[src/sv/iscr_pkg.sv]
// shared constants, config register indexes and control structs
// for the int8 channel scale requantizer; no dependencies
package iscr_pkg;

	// fixed field widths
	localparam int unsigned DATA_W     = 8;
	localparam int unsigned RATIO_W    = 31;
	localparam int unsigned RATIO_FRAC = 24;
	localparam int unsigned CFG_IDX_W  = 2;
	localparam int unsigned CFG_DATA_W = RATIO_W;

	// default fraction bits of the channel scale
	localparam int unsigned FRAC_BITS_DEF = 13;

	// register reset values
	localparam logic [RATIO_W-1:0] RATIO_RESET = RATIO_W'(32'h0100_0000);

	// config register indexes
	typedef enum logic [CFG_IDX_W-1:0] {
		CFG_RATIO     = 2'd0,
		CFG_EXC_ZERO  = 2'd1,
		CFG_FEAT_ZERO = 2'd2,
		CFG_OUT_ZERO  = 2'd3
	} cfg_idx_t;

	// item function codes
	localparam logic FUNC_EXC  = 1'b0;
	localparam logic FUNC_FEAT = 1'b1;

	// controller to datapath commands
	typedef struct packed {
		logic load_in;
		logic exc_mul;
		logic exc_rnd;
		logic ofs_mul;
		logic ofs_fin;
		logic feat_mul;
		logic out_load;
	} iscr_cmd_t;

	// datapath to controller status
	typedef struct packed {
		logic out_free;
	} iscr_sts_t;

endpackage

[src/sv/iscr_in_if.sv]
// input item channel: valid/ready with func and value
// depends on iscr_pkg
interface iscr_in_if import iscr_pkg::*; ();
	logic                     valid;
	logic                     ready;
	logic                     func;
	logic signed [DATA_W-1:0] value;

	modport source (output valid, output func, output value, input ready);
	modport sink (input valid, input func, input value, output ready);
endinterface

[src/sv/iscr_out_if.sv]
// result item channel: valid/ready with the saturated int8 result
// depends on iscr_pkg
interface iscr_out_if import iscr_pkg::*; ();
	logic                     valid;
	logic                     ready;
	logic signed [DATA_W-1:0] result;

	modport source (output valid, output result, input ready);
	modport sink (input valid, input result, output ready);
endinterface

[src/sv/iscr_ctrl.sv]
// sequencing state machine: accepts one item, then steps the datapath
// through the excitation or feature operations; depends on iscr_pkg
module iscr_ctrl import iscr_pkg::*; (
	input  logic      clk,
	input  logic      arst_n,
	input  logic      in_valid,
	input  logic      in_func,
	output logic      in_ready,
	input  iscr_sts_t sts,
	output iscr_cmd_t cmd
);

	typedef enum logic [6:0] {
		ST_IDLE     = 7'b0000001,
		ST_EXC_MUL  = 7'b0000010,
		ST_EXC_RND  = 7'b0000100,
		ST_OFS_MUL  = 7'b0001000,
		ST_OFS_FIN  = 7'b0010000,
		ST_FEAT_MUL = 7'b0100000,
		ST_FEAT_OUT = 7'b1000000
	} state_t;

	state_t state_q;
	state_t state_d;
	logic   accept;

	assign in_ready = (state_q == ST_IDLE);
	assign accept   = in_valid && in_ready;

	// next state
	always_comb begin
		state_d = state_q;
		case (state_q)
			ST_IDLE: begin
				if (accept) begin
					state_d = (in_func == FUNC_EXC) ? ST_EXC_MUL : ST_FEAT_MUL;
				end
			end
			ST_EXC_MUL:  state_d = ST_EXC_RND;
			ST_EXC_RND:  state_d = ST_OFS_MUL;
			ST_OFS_MUL:  state_d = ST_OFS_FIN;
			ST_OFS_FIN:  state_d = ST_IDLE;
			ST_FEAT_MUL: state_d = ST_FEAT_OUT;
			ST_FEAT_OUT: begin
				if (sts.out_free) begin
					state_d = ST_IDLE;
				end
			end
			default: state_d = ST_IDLE;
		endcase
	end

	always_ff @(posedge clk or negedge arst_n) begin
		if (!arst_n) begin
			state_q <= ST_IDLE;
		end else begin
			state_q <= state_d;
		end
	end

	// datapath commands
	always_comb begin
		cmd          = '0;
		cmd.load_in  = accept;
		cmd.exc_mul  = (state_q == ST_EXC_MUL);
		cmd.exc_rnd  = (state_q == ST_EXC_RND);
		cmd.ofs_mul  = (state_q == ST_OFS_MUL);
		cmd.ofs_fin  = (state_q == ST_OFS_FIN);
		cmd.feat_mul = (state_q == ST_FEAT_MUL);
		cmd.out_load = (state_q == ST_FEAT_OUT) && sts.out_free;
	end

endmodule

[src/sv/iscr_dp.sv]
// datapath: config registers, channel scale and offset, feature multiply,
// saturation and the output register; depends on iscr_pkg
module iscr_dp import iscr_pkg::*; #(
	parameter int unsigned FRAC_BITS = FRAC_BITS_DEF
) (
	input  logic                     clk,
	input  logic                     arst_n,
	input  logic                     cfg_wr_en,
	input  logic [CFG_IDX_W-1:0]     cfg_index,
	input  logic [CFG_DATA_W-1:0]    cfg_wdata,
	input  logic signed [DATA_W-1:0] in_value,
	input  iscr_cmd_t                cmd,
	output iscr_sts_t                sts,
	output logic                     out_valid,
	input  logic                     out_ready,
	output logic signed [DATA_W-1:0] out_result
);

	localparam int unsigned SHR      = RATIO_FRAC - FRAC_BITS;
	localparam int unsigned D_W      = DATA_W + 1;
	localparam int unsigned PROD_W   = D_W + RATIO_W + 1;
	localparam int unsigned N_W      = PROD_W + 1;
	localparam int unsigned SCALE_W  = N_W - SHR;
	localparam int unsigned MUL_W    = DATA_W + SCALE_W;
	localparam int unsigned MSH_W    = MUL_W - FRAC_BITS;
	localparam int unsigned OFS_W    = MSH_W + 1;
	localparam int unsigned SUM_W    = OFS_W + 1;
	localparam logic [N_W-1:0] RND_HALF = N_W'(1) << (SHR - 1);
	localparam logic [N_W-1:0] RND_MASK = (N_W'(1) << SHR) - N_W'(1);

	// config registers
	logic [RATIO_W-1:0]       ratio_q;
	logic signed [DATA_W-1:0] exc_zero_q;
	logic signed [DATA_W-1:0] feat_zero_q;
	logic signed [DATA_W-1:0] out_zero_q;

	always_ff @(posedge clk or negedge arst_n) begin
		if (!arst_n) begin
			ratio_q     <= RATIO_RESET;
			exc_zero_q  <= '0;
			feat_zero_q <= '0;
			out_zero_q  <= '0;
		end else if (cfg_wr_en) begin
			case (cfg_idx_t'(cfg_index))
				CFG_RATIO:     ratio_q     <= cfg_wdata[RATIO_W-1:0];
				CFG_EXC_ZERO:  exc_zero_q  <= cfg_wdata[DATA_W-1:0];
				CFG_FEAT_ZERO: feat_zero_q <= cfg_wdata[DATA_W-1:0];
				CFG_OUT_ZERO:  out_zero_q  <= cfg_wdata[DATA_W-1:0];
				default: ;
			endcase
		end
	end

	// input value holding register
	logic signed [DATA_W-1:0] value_q;

	always_ff @(posedge clk) begin
		if (cmd.load_in) begin
			value_q <= in_value;
		end
	end

	// excitation: (value - exc_zero) * ratio
	logic signed [D_W-1:0]     exc_d;
	logic signed [RATIO_W:0]   ratio_s;
	logic signed [PROD_W-1:0]  prod_d;
	logic signed [PROD_W-1:0]  prod_q;

	assign exc_d   = {value_q[DATA_W-1], value_q} - {exc_zero_q[DATA_W-1], exc_zero_q};
	assign ratio_s = {1'b0, ratio_q};
	assign prod_d  = PROD_W'(exc_d) * PROD_W'(ratio_s);

	always_ff @(posedge clk) begin
		if (cmd.exc_mul) begin
			prod_q <= prod_d;
		end
	end

	// round: add half, then shift truncating toward zero
	logic [N_W-1:0] rnd_n;
	logic [N_W-1:0] rnd_adj;

	assign rnd_n   = {prod_q[PROD_W-1], prod_q} + RND_HALF;
	assign rnd_adj = rnd_n + (rnd_n[N_W-1] ? RND_MASK : '0);

	// channel scale and offset state
	logic signed [SCALE_W-1:0] scale_q;
	logic signed [OFS_W-1:0]   offset_q;
	logic signed [MUL_W-1:0]   ofs_prod_d;
	logic signed [MUL_W-1:0]   ofs_prod_q;
	logic signed [MSH_W-1:0]   ofs_shr;
	logic signed [OFS_W-1:0]   offset_d;

	assign ofs_prod_d = MUL_W'(feat_zero_q) * MUL_W'(scale_q);
	assign ofs_shr    = ofs_prod_q[MUL_W-1:FRAC_BITS];
	assign offset_d   = OFS_W'(out_zero_q) - OFS_W'(ofs_shr);

	always_ff @(posedge clk or negedge arst_n) begin
		if (!arst_n) begin
			scale_q  <= '0;
			offset_q <= '0;
		end else begin
			if (cmd.exc_rnd) begin
				scale_q <= rnd_adj[N_W-1:SHR];
			end
			if (cmd.ofs_fin) begin
				offset_q <= offset_d;
			end
		end
	end

	always_ff @(posedge clk) begin
		if (cmd.ofs_mul) begin
			ofs_prod_q <= ofs_prod_d;
		end
	end

	// feature multiply
	logic signed [MUL_W-1:0] feat_prod_d;
	logic signed [MUL_W-1:0] feat_prod_q;

	assign feat_prod_d = MUL_W'(value_q) * MUL_W'(scale_q);

	always_ff @(posedge clk) begin
		if (cmd.feat_mul) begin
			feat_prod_q <= feat_prod_d;
		end
	end

	// floor shift, add offset, saturate
	logic signed [SUM_W-1:0]  sum;
	logic                     sat_hi;
	logic                     sat_lo;
	logic signed [DATA_W-1:0] sat_d;

	assign sum    = SUM_W'($signed(feat_prod_q[MUL_W-1:FRAC_BITS])) + SUM_W'(offset_q);
	assign sat_hi = !sum[SUM_W-1] && (sum[SUM_W-2:DATA_W-1] != '0);
	assign sat_lo = sum[SUM_W-1] && (sum[SUM_W-2:DATA_W-1] != '1);

	always_comb begin
		if (sat_hi) begin
			sat_d = {1'b0, {(DATA_W-1){1'b1}}};
		end else if (sat_lo) begin
			sat_d = {1'b1, {(DATA_W-1){1'b0}}};
		end else begin
			sat_d = sum[DATA_W-1:0];
		end
	end

	// output register
	logic                     out_valid_q;
	logic signed [DATA_W-1:0] out_result_q;

	always_ff @(posedge clk or negedge arst_n) begin
		if (!arst_n) begin
			out_valid_q <= 1'b0;
		end else if (cmd.out_load) begin
			out_valid_q <= 1'b1;
		end else if (out_ready) begin
			out_valid_q <= 1'b0;
		end
	end

	always_ff @(posedge clk) begin
		if (cmd.out_load) begin
			out_result_q <= sat_d;
		end
	end

	assign out_valid    = out_valid_q;
	assign out_result   = out_result_q;
	assign sts.out_free = !out_valid_q || out_ready;

endmodule

[src/sv/int8_channel_scale_requant_top.sv]
// top level of the int8 channel scale requantizer
// depends on iscr_pkg, iscr_in_if, iscr_out_if, iscr_ctrl, iscr_dp
//
// Channels: feed (sink) takes items of func and value; func 0 is an
// excitation value that starts a channel and gives no result, func 1 is a
// feature element that gives one saturated int8 result on product (source).
// Config: cfg_wr_en/cfg_index/cfg_wdata write ratio_q24, exc_zero,
// feat_zero and out_zero; write only while no item is in flight.
// Sequence: one item at a time. An excitation item steps through accept,
// scale multiply, rounding, offset multiply and offset subtract. A feature
// item steps through accept, multiply and shift/add/saturate into the output
// register; the next item is taken only once the sequencer is back in idle,
// since the sequencer steps the shared datapath registers.
// Stall: the result sits in the output register; the next item is accepted
// while it waits, and a feature stalls in its last step until the output
// register frees up. Nothing is dropped.
// Reset: arst_n clears the sequencer, the output valid, the channel scale
// and offset (features before any excitation give 0) and loads the
// register defaults.
module int8_channel_scale_requant_top import iscr_pkg::*; #(
	parameter int unsigned FRAC_BITS = FRAC_BITS_DEF
) (
	input  logic                  clk,
	input  logic                  arst_n,
	input  logic                  cfg_wr_en,
	input  logic [CFG_IDX_W-1:0]  cfg_index,
	input  logic [CFG_DATA_W-1:0] cfg_wdata,
	iscr_in_if.sink               feed,
	iscr_out_if.source            product
);

	iscr_cmd_t cmd;
	iscr_sts_t sts;

	// sequencer
	iscr_ctrl u_ctrl (
		.clk      (clk),
		.arst_n   (arst_n),
		.in_valid (feed.valid),
		.in_func  (feed.func),
		.in_ready (feed.ready),
		.sts      (sts),
		.cmd      (cmd)
	);

	// arithmetic and registers
	iscr_dp #(
		.FRAC_BITS (FRAC_BITS)
	) u_dp (
		.clk        (clk),
		.arst_n     (arst_n),
		.cfg_wr_en  (cfg_wr_en),
		.cfg_index  (cfg_index),
		.cfg_wdata  (cfg_wdata),
		.in_value   (feed.value),
		.cmd        (cmd),
		.sts        (sts),
		.out_valid  (product.valid),
		.out_ready  (product.ready),
		.out_result (product.result)
	);

endmodule

[src/flat_wrapper.sv]
// flat-port wrapper written by rule: the top's interface ports become plain ports
module int8_channel_scale_requant_top_flat import iscr_pkg::*;
#(
	parameter int unsigned FRAC_BITS = FRAC_BITS_DEF
)
  (clk, arst_n, cfg_wr_en, cfg_index, cfg_wdata, feed_valid, feed_func, feed_value, feed_ready, product_valid, product_result, product_ready);
  iscr_in_if feed_i ();
  iscr_out_if product_i ();
  input  logic clk;
  input  logic arst_n;
  input  logic cfg_wr_en;
  input  logic [CFG_IDX_W-1:0] cfg_index;
  input  logic [CFG_DATA_W-1:0] cfg_wdata;
  input wire logic [$bits(feed_i.valid)-1:0] feed_valid;
  input wire logic [$bits(feed_i.func)-1:0] feed_func;
  input wire logic [$bits(feed_i.value)-1:0] feed_value;
  output wire logic [$bits(feed_i.ready)-1:0] feed_ready;
  output wire logic [$bits(product_i.valid)-1:0] product_valid;
  output wire logic [$bits(product_i.result)-1:0] product_result;
  input wire logic [$bits(product_i.ready)-1:0] product_ready;
  assign feed_i.valid = feed_valid;
  assign feed_i.func = feed_func;
  assign feed_i.value = feed_value;
  assign feed_ready = feed_i.ready;
  assign product_valid = product_i.valid;
  assign product_result = product_i.result;
  assign product_i.ready = product_ready;
  int8_channel_scale_requant_top #(.FRAC_BITS(FRAC_BITS)) u_core (.clk(clk), .arst_n(arst_n), .cfg_wr_en(cfg_wr_en), .cfg_index(cfg_index), .cfg_wdata(cfg_wdata), .feed(feed_i), .product(product_i));
endmodule
[config.mk]
export PLATFORM = sky130hd
export DESIGN_NAME = int8_channel_scale_requant_top_flat
export DESIGN_NICKNAME = d
export VERILOG_FILES = /design/src/sv/iscr_pkg.sv /design/src/sv/iscr_in_if.sv /design/src/sv/iscr_out_if.sv /design/src/sv/iscr_ctrl.sv /design/src/sv/iscr_dp.sv /design/src/sv/int8_channel_scale_requant_top.sv /design/src/flat_wrapper.sv
export SDC_FILE = /design/constraint.sdc
export NUM_CORES = 2
export LEC_CHECK = 0
export ABC_AREA = 1
export BUFFER_PORTS_ARGS = -buffer_cell sky130_fd_sc_hd__buf_2
export CAP_MARGIN = 10
export CORE_UTILIZATION = 50
export CTS_CLUSTER_SIZE = 8
export DETAILED_ROUTE_END_ITERATION = 7
export PLACE_DENSITY = 0.66
export SLEW_MARGIN = 20
export SYNTH_ARGS = -nofsm -noshare
export SYNTH_HDL_FRONTEND = slang
export SYNTH_SLANG_ARGS = --single-unit
[constraint.sdc]
create_clock -name clk -period 9.55 [get_ports clk]
set_clock_uncertainty 0.1 [all_clocks]
set_input_delay 0.4775 -clock clk [delete_from_list [all_inputs] [get_ports clk]]
set_output_delay 0.4775 -clock clk [all_outputs]
set_load 0.05 [all_outputs]
== Word level (Yosys, flattened, before mapping) ==
Index checks and enable logic that the tools add are counted.

* Bits in registers: 256
* Input bits: 47
* Word-level logic and storage cells: 57

* Multiply operators: 3
* Equality and inequality tests: 13
* $add $sub $neg: 5
* Muxes and demuxes: 8
* Reductions and logical operators: 15

{| class="wikitable"
|+ Operators with widths
! operator !! number
|-
| $mul 8x31->39 || 2
|-
| $add 41x12->42 const B || 1
|-
| $add 42x11->42 || 1
|-
| $pmux 7 s6 || 1
|-
| $mul 9x32->41 || 1
|-
| $add 26x27->28 || 1
|-
| $sub 8x26->27 || 1
|-
| $ne 20x20->1 const B || 1
|-
| $reduce_bool 20->1 || 1
|-
| $mux 7 || 2
|-
| $mux 11 || 1
|-
| $reduce_and 2->1 || 5
|-
| $sub 8x8->9 || 1
|-
| $mux 8 || 1
|-
| $eq 7x1->1 const B || 1
|-
| $eq 7x2->1 const B || 1
|-
| $eq 7x3->1 const B || 1
|-
| $eq 7x4->1 const B || 1
|-
| $eq 7x5->1 const B || 1
|-
| $eq 7x6->1 const B || 1
|-
| $eq 7x7->1 const B || 1
|-
| $mux 6 || 1
|-
| $eq 2x2->1 const B || 2
|-
| $logic_and 1x1->1 || 4
|-
| 8 further kinds || 10
|}

== Longest topological paths before layout ==
* Word-level depth: 4
* Depth in mapped cells: 37

== Cells and area by module ==
Synthesis repeated with hierarchy kept, for this count alone.

* Cell total of the unflattened synthesis: 5192
* Area total of the unflattened synthesis: 39654.3 µm²

{| class="wikitable"
|+ Modules (own cells, without submodules)
! module !! seq. area each (µm²) !! area each (µm²) !! cells an instance !! instances
|-
| iscr_dp || 6127.1 || 39228.9 || 5132 || 1
|-
| iscr_ctrl || 176.4 || 425.4 || 60 || 1
|}

== Worst setup path before layout ==
OpenSTA, ideal clock, no wires.

* Kind: register -> register
* Start point: register u_core.u_dp.value_q[0]
* End point: register u_core.u_dp.prod_q[28], data pin
* Path slack: 2.600 ns
* Data required time: 9.192 ns
* Setup time: 0.258 ns
* Cell stages (with the launch flop): 30
* Data arrival time: 6.592 ns
* Path buffers: 1
* Cells stage by stage: edfxtp_1 -> clkbuf_1 -> inv_1 -> ha_1 -> fa_1 -> o31ai_1 -> nand2_1 -> nand2_1 -> a21oi_1 -> or2_2 -> a22oi_2 -> inv_1 -> nand2_1 -> fa_1 -> fa_1 -> inv_1 -> fa_1 -> fa_1 -> inv_1 -> fa_1 -> inv_1 -> ha_1 -> nand2_1 -> o21ai_1 -> a21oi_1 -> o21ai_0 -> a21boi_1 -> o21ai_0 -> a21oi_1 -> xnor2_1

* Cells in the longest elaborated chain, start to end: 2

{| class="wikitable"
|+ Ends and longest elaborated chain
! what !! RTL line !! RTL
|-
| start, declared || iscr_dp.sv:55 || <nowiki>logic signed [DATA_W-1:0] value_q;</nowiki>
|-
| start signal, assigned || iscr_dp.sv:59 || <nowiki>value_q <= in_value;</nowiki>
|-
| $sub 8x8->9 || iscr_dp.sv:69 || <nowiki>assign exc_d = {value_q[DATA_W-1], value_q} - {exc_zero_q[DATA_W-1], exc_zero_q};</nowiki>
|-
| $mul 9x32->41 || iscr_dp.sv:71 || <nowiki>assign prod_d = PROD_W'(exc_d) * PROD_W'(ratio_s);</nowiki>
|-
| via u_core.u_dp.prod_d[28] || iscr_dp.sv:66 || <nowiki>logic signed [PROD_W-1:0] prod_d;</nowiki>
|-
| end signal, assigned || iscr_dp.sv:75 || <nowiki>prod_q <= prod_d;</nowiki>
|-
| end, declared || iscr_dp.sv:67 || <nowiki>logic signed [PROD_W-1:0] prod_q;</nowiki>
|}

The timed path passes the listed nets, and every way through them passes these cells.
A chain may end at the register's enable or synchronous reset.

== Final worst setup path ==
Same ends and word-level chain as after synthesis.

==> impl_metrics.tcl <==
set metrics [dict create \
    synth_top_family_by_area "adder cells" \
    clockBufferDepth 3 \
    drc 0 \
    grt_pass1_wl_um 182000 \
    clk_latency_ps 580 \
    fin_nets 6118 \
    gr-max-usage-layer "met2" \
    ys_seq_area_share_pct 16.0 \
    cts.sinks 230 \
    cts_max_level 2 \
    use_met3_pct 3.84 \
    syn_inst 5167 \
    pin_count 57 \
    crit_type "reg -> reg" \
    crit_top_cell "fa_1" \
    path_max_fanout 30 \
    start_util_pct 50.8 \
    min_path_type "in -> reg" \
    grt_max_degree 63 \
    synthXorXnorAreaFrac_pct 3.35 \
    worstSetupEndpointType "register" \
    first_global_vias 33267 \
    postCtsSetupBuffers 0 \
    first_iter_violations 2485 \
    antenna_found_initial 1 \
    io_buffers 56 \
    ys.flop_type "dfrtp_1" \
    detailedPlace.worstSlack_ps 1650 \
    outcome "completed" \
    required_ps 9770 \
    avgViaCountPerCell 5.27 \
    min_period_ps 7960 \
    synth_nets 6120 \
    slowest_delay_ps 510 \
    hold_viol 0 \
    yosysUniqueCellTypes 51 \
    synthTopCellsByArea "fa_1 (30%), nand2_1 (12%), inv_1 (12%), ha_1 (10%), edfxtp_1 (8.3%)" \
    dieWidth_um 283 \
    critPathArrivalTime_ps 8180 \
    synth_top_cell_by_area "fa_1" \
    wl_per_cell_um 18.5 \
    slew_headroom_pct 28.7 \
    cts_tree "done" \
    final_max_slew_viol_count 0 \
    final_antenna_net_count 0 \
    tns_ps 0 \
    finalCritPeriodShare_pct 83.4 \
    ys_warn_count 0 \
    ys_ff_latch 230 \
    rsz0062_at_grt "false" \
    cts.clk_slew.worst_paths_ps 60 \
    core_area_mm2 0.0777 \
    setup_viol 0 \
    dieArea_mm2 0.0800 \
    dp_hpwl_um 95800 \
    synth.area.mux_share_pct 0.0285 \
    synth_top_cell_area_share_pct 29.9 \
    setup_ws_ps 1590 \
    die_h_um 283 \
    first_pass_iters 6 \
    grt_util_met2_pct 49.9 \
    startpoint_type "register" \
    cts_buffers 37 \
    worstMarginPinSlew_ps 1060 \
    cts-root-buf "clkbuf_16" \
    grt.total_usage_pct 29.8 \
    final_cell_mix "nand2_1 (1251), inv_1 (1213), fa_1 (589), nor2_1 (467), ha_1 (317)" \
    stdcell_area_mm2 0.0421 \
    synthAdderAreaFrac_pct 39.9 \
    grt_overflow 0 \
    gp_congestion 1.03 \
    synth_edf_count 109 \
    globalRouteMet1Util_pct 38.5 \
    cp_slowest_cell "fa_1" \
    drv_cap 0 \
    rows 102 \
    max_clock_freq_mhz 126 \
    placed_area_mm2 0.0408 \
    drive_above_1_share_pct 3.72 \
    diodes 0 \
    vias 32855 \
    areaGrowthSynthToFinish_pct 6.69 \
    synthesis.area_mm2 0.0394 \
    routed_wl_um 115000 \
    synthArstFlopShare_pct 52.6 \
    synth_simple_gate_area_share_pct 20.3 \
    syn_area_per_cell_um2 7.63 \
    final_common_cell "nand2_1" \
    synth-compound-area-share_pct 7.48 \
]
-- what timing repair did --
item | in CTS | in global routing
hold buffers | 7 | 0
endpoints found under the hold margin | 66 | 0
gates resized for setup | 0 | 0
-- routing by layer --
layer	vias to the layer above	share of wire, %	wire [µm]
met5	-	0.012	14
met4	2	4.8	5540
met3	234	6.1	7040
met2	1129	47	54100
met1	15903	42	48500
li1	15587	-	-
-- cell type report --
type                       instances  area, µm²
fill                            7408      35600
multi-input combinational       3581      28100
sequential                       230       6300
inverter                        1215       4560
tap                             1040       1300
clock buffer                      64       1190
timing repair buffer             100        634
clock inverter                     1       8.76
-- through the flow --
| step | std cells | hold slack [ps] | util, % |
|---|---|---|---|
| after floorplan | 5167 | 81.9 | - |
| after global placement | 6159 | 367 | 52.5 |
| after detailed placement | 6159 | 382 | 52.5 |
| after CTS | 6231 | 2.89 | 54.2 |
| after global routing | 6231 | 14.4 | 54.2 |
| final | 6231 | 21.3 | 54.2 |
-- worst paths after layout --
kind / start / endpoint / slack [ps] / cells past startpoint
max: u_core.u_dp.value_q[0] / u_core.u_dp.prod_q[28] / 1590 / 30
min: product_ready / u_core.u_dp.out_valid / 20 / 2
max reg2reg: u_core.u_dp.value_q[0] / u_core.u_dp.prod_q[28] / 1590 / 30
min reg2reg: u_core.u_dp.exc_zero_q[0] / u_core.u_dp.exc_zero_q[0] / 390 / 2
max in group asynchronous: arst_n / u_core.u_dp.ratio_q[28] / 7680 / 3
min in group asynchronous: arst_n / u_core.u_dp.offset_q[22] / 340 / 2
-- critical path: cells and delay by family, from the launching register on --
kind,cells,cell delay (ps)
simple gates,5,700
xor+xnor,1,150
flops,1,320
fa+ha+maj,8,3400
compound gates,9,1840
buf+inv,7,1200
-- registers in the layout, summed over array words and instances (netlist names) --
| name | cells |
|---|---|
| u_core.u_dp.out_valid | 1 |
| u_core.u_dp.feat_prod_q | 26 |
| u_core.u_dp.offset_q | 27 |
| u_core.u_dp.prod_q | 41 |
| u_core.u_dp.ofs_prod_q | 26 |
| u_core.u_dp.feat_zero_q | 8 |
| u_core.u_dp.value_q | 8 |
| u_core.u_ctrl.state_q | 7 |
| u_core.u_dp.scale_q | 31 |
| u_core.u_dp.out_zero_q | 8 |
| u_core.u_dp.ratio_q | 31 |
| u_core.u_dp.exc_zero_q | 8 |
| u_core.u_dp.out_result | 8 |
-- kinds of logic (layout without fill, tap and decap cells) --
family          count (synthesis)  after routing
compound gates                537            537
buf+inv                      1356           1380
xor+xnor                      150            150
fa+ha+maj                     906            906
simple gates                 1987           1987
mux                             1              1
flops                         230            230
-- cells in the mapped netlist (7+ instances only) --
cell and number:
o211ai_1 8, a21o_1 15, a31oi_1 32, nor2_4 8
nor2_1 469, nor4_1 13, edfxtp_1 109, nand4_1 44
xnor2_1 56, clkbuf_1 130, o21a_1 21, dfrtp_1 119
ha_1 317, o21ai_0 185, fa_1 589, inv_1 1214
nand3b_1 10, xor2_1 93, or2_2 12, nor3_1 28
a21oi_1 237, nand2_1 1251, nor2_2 7, a21boi_0 8
o21bai_1 9, nand3_1 129
Power is left out: the tool's default activity adds up to more than one toggle a clock period on the data nets, which glitch-free logic cannot reach.
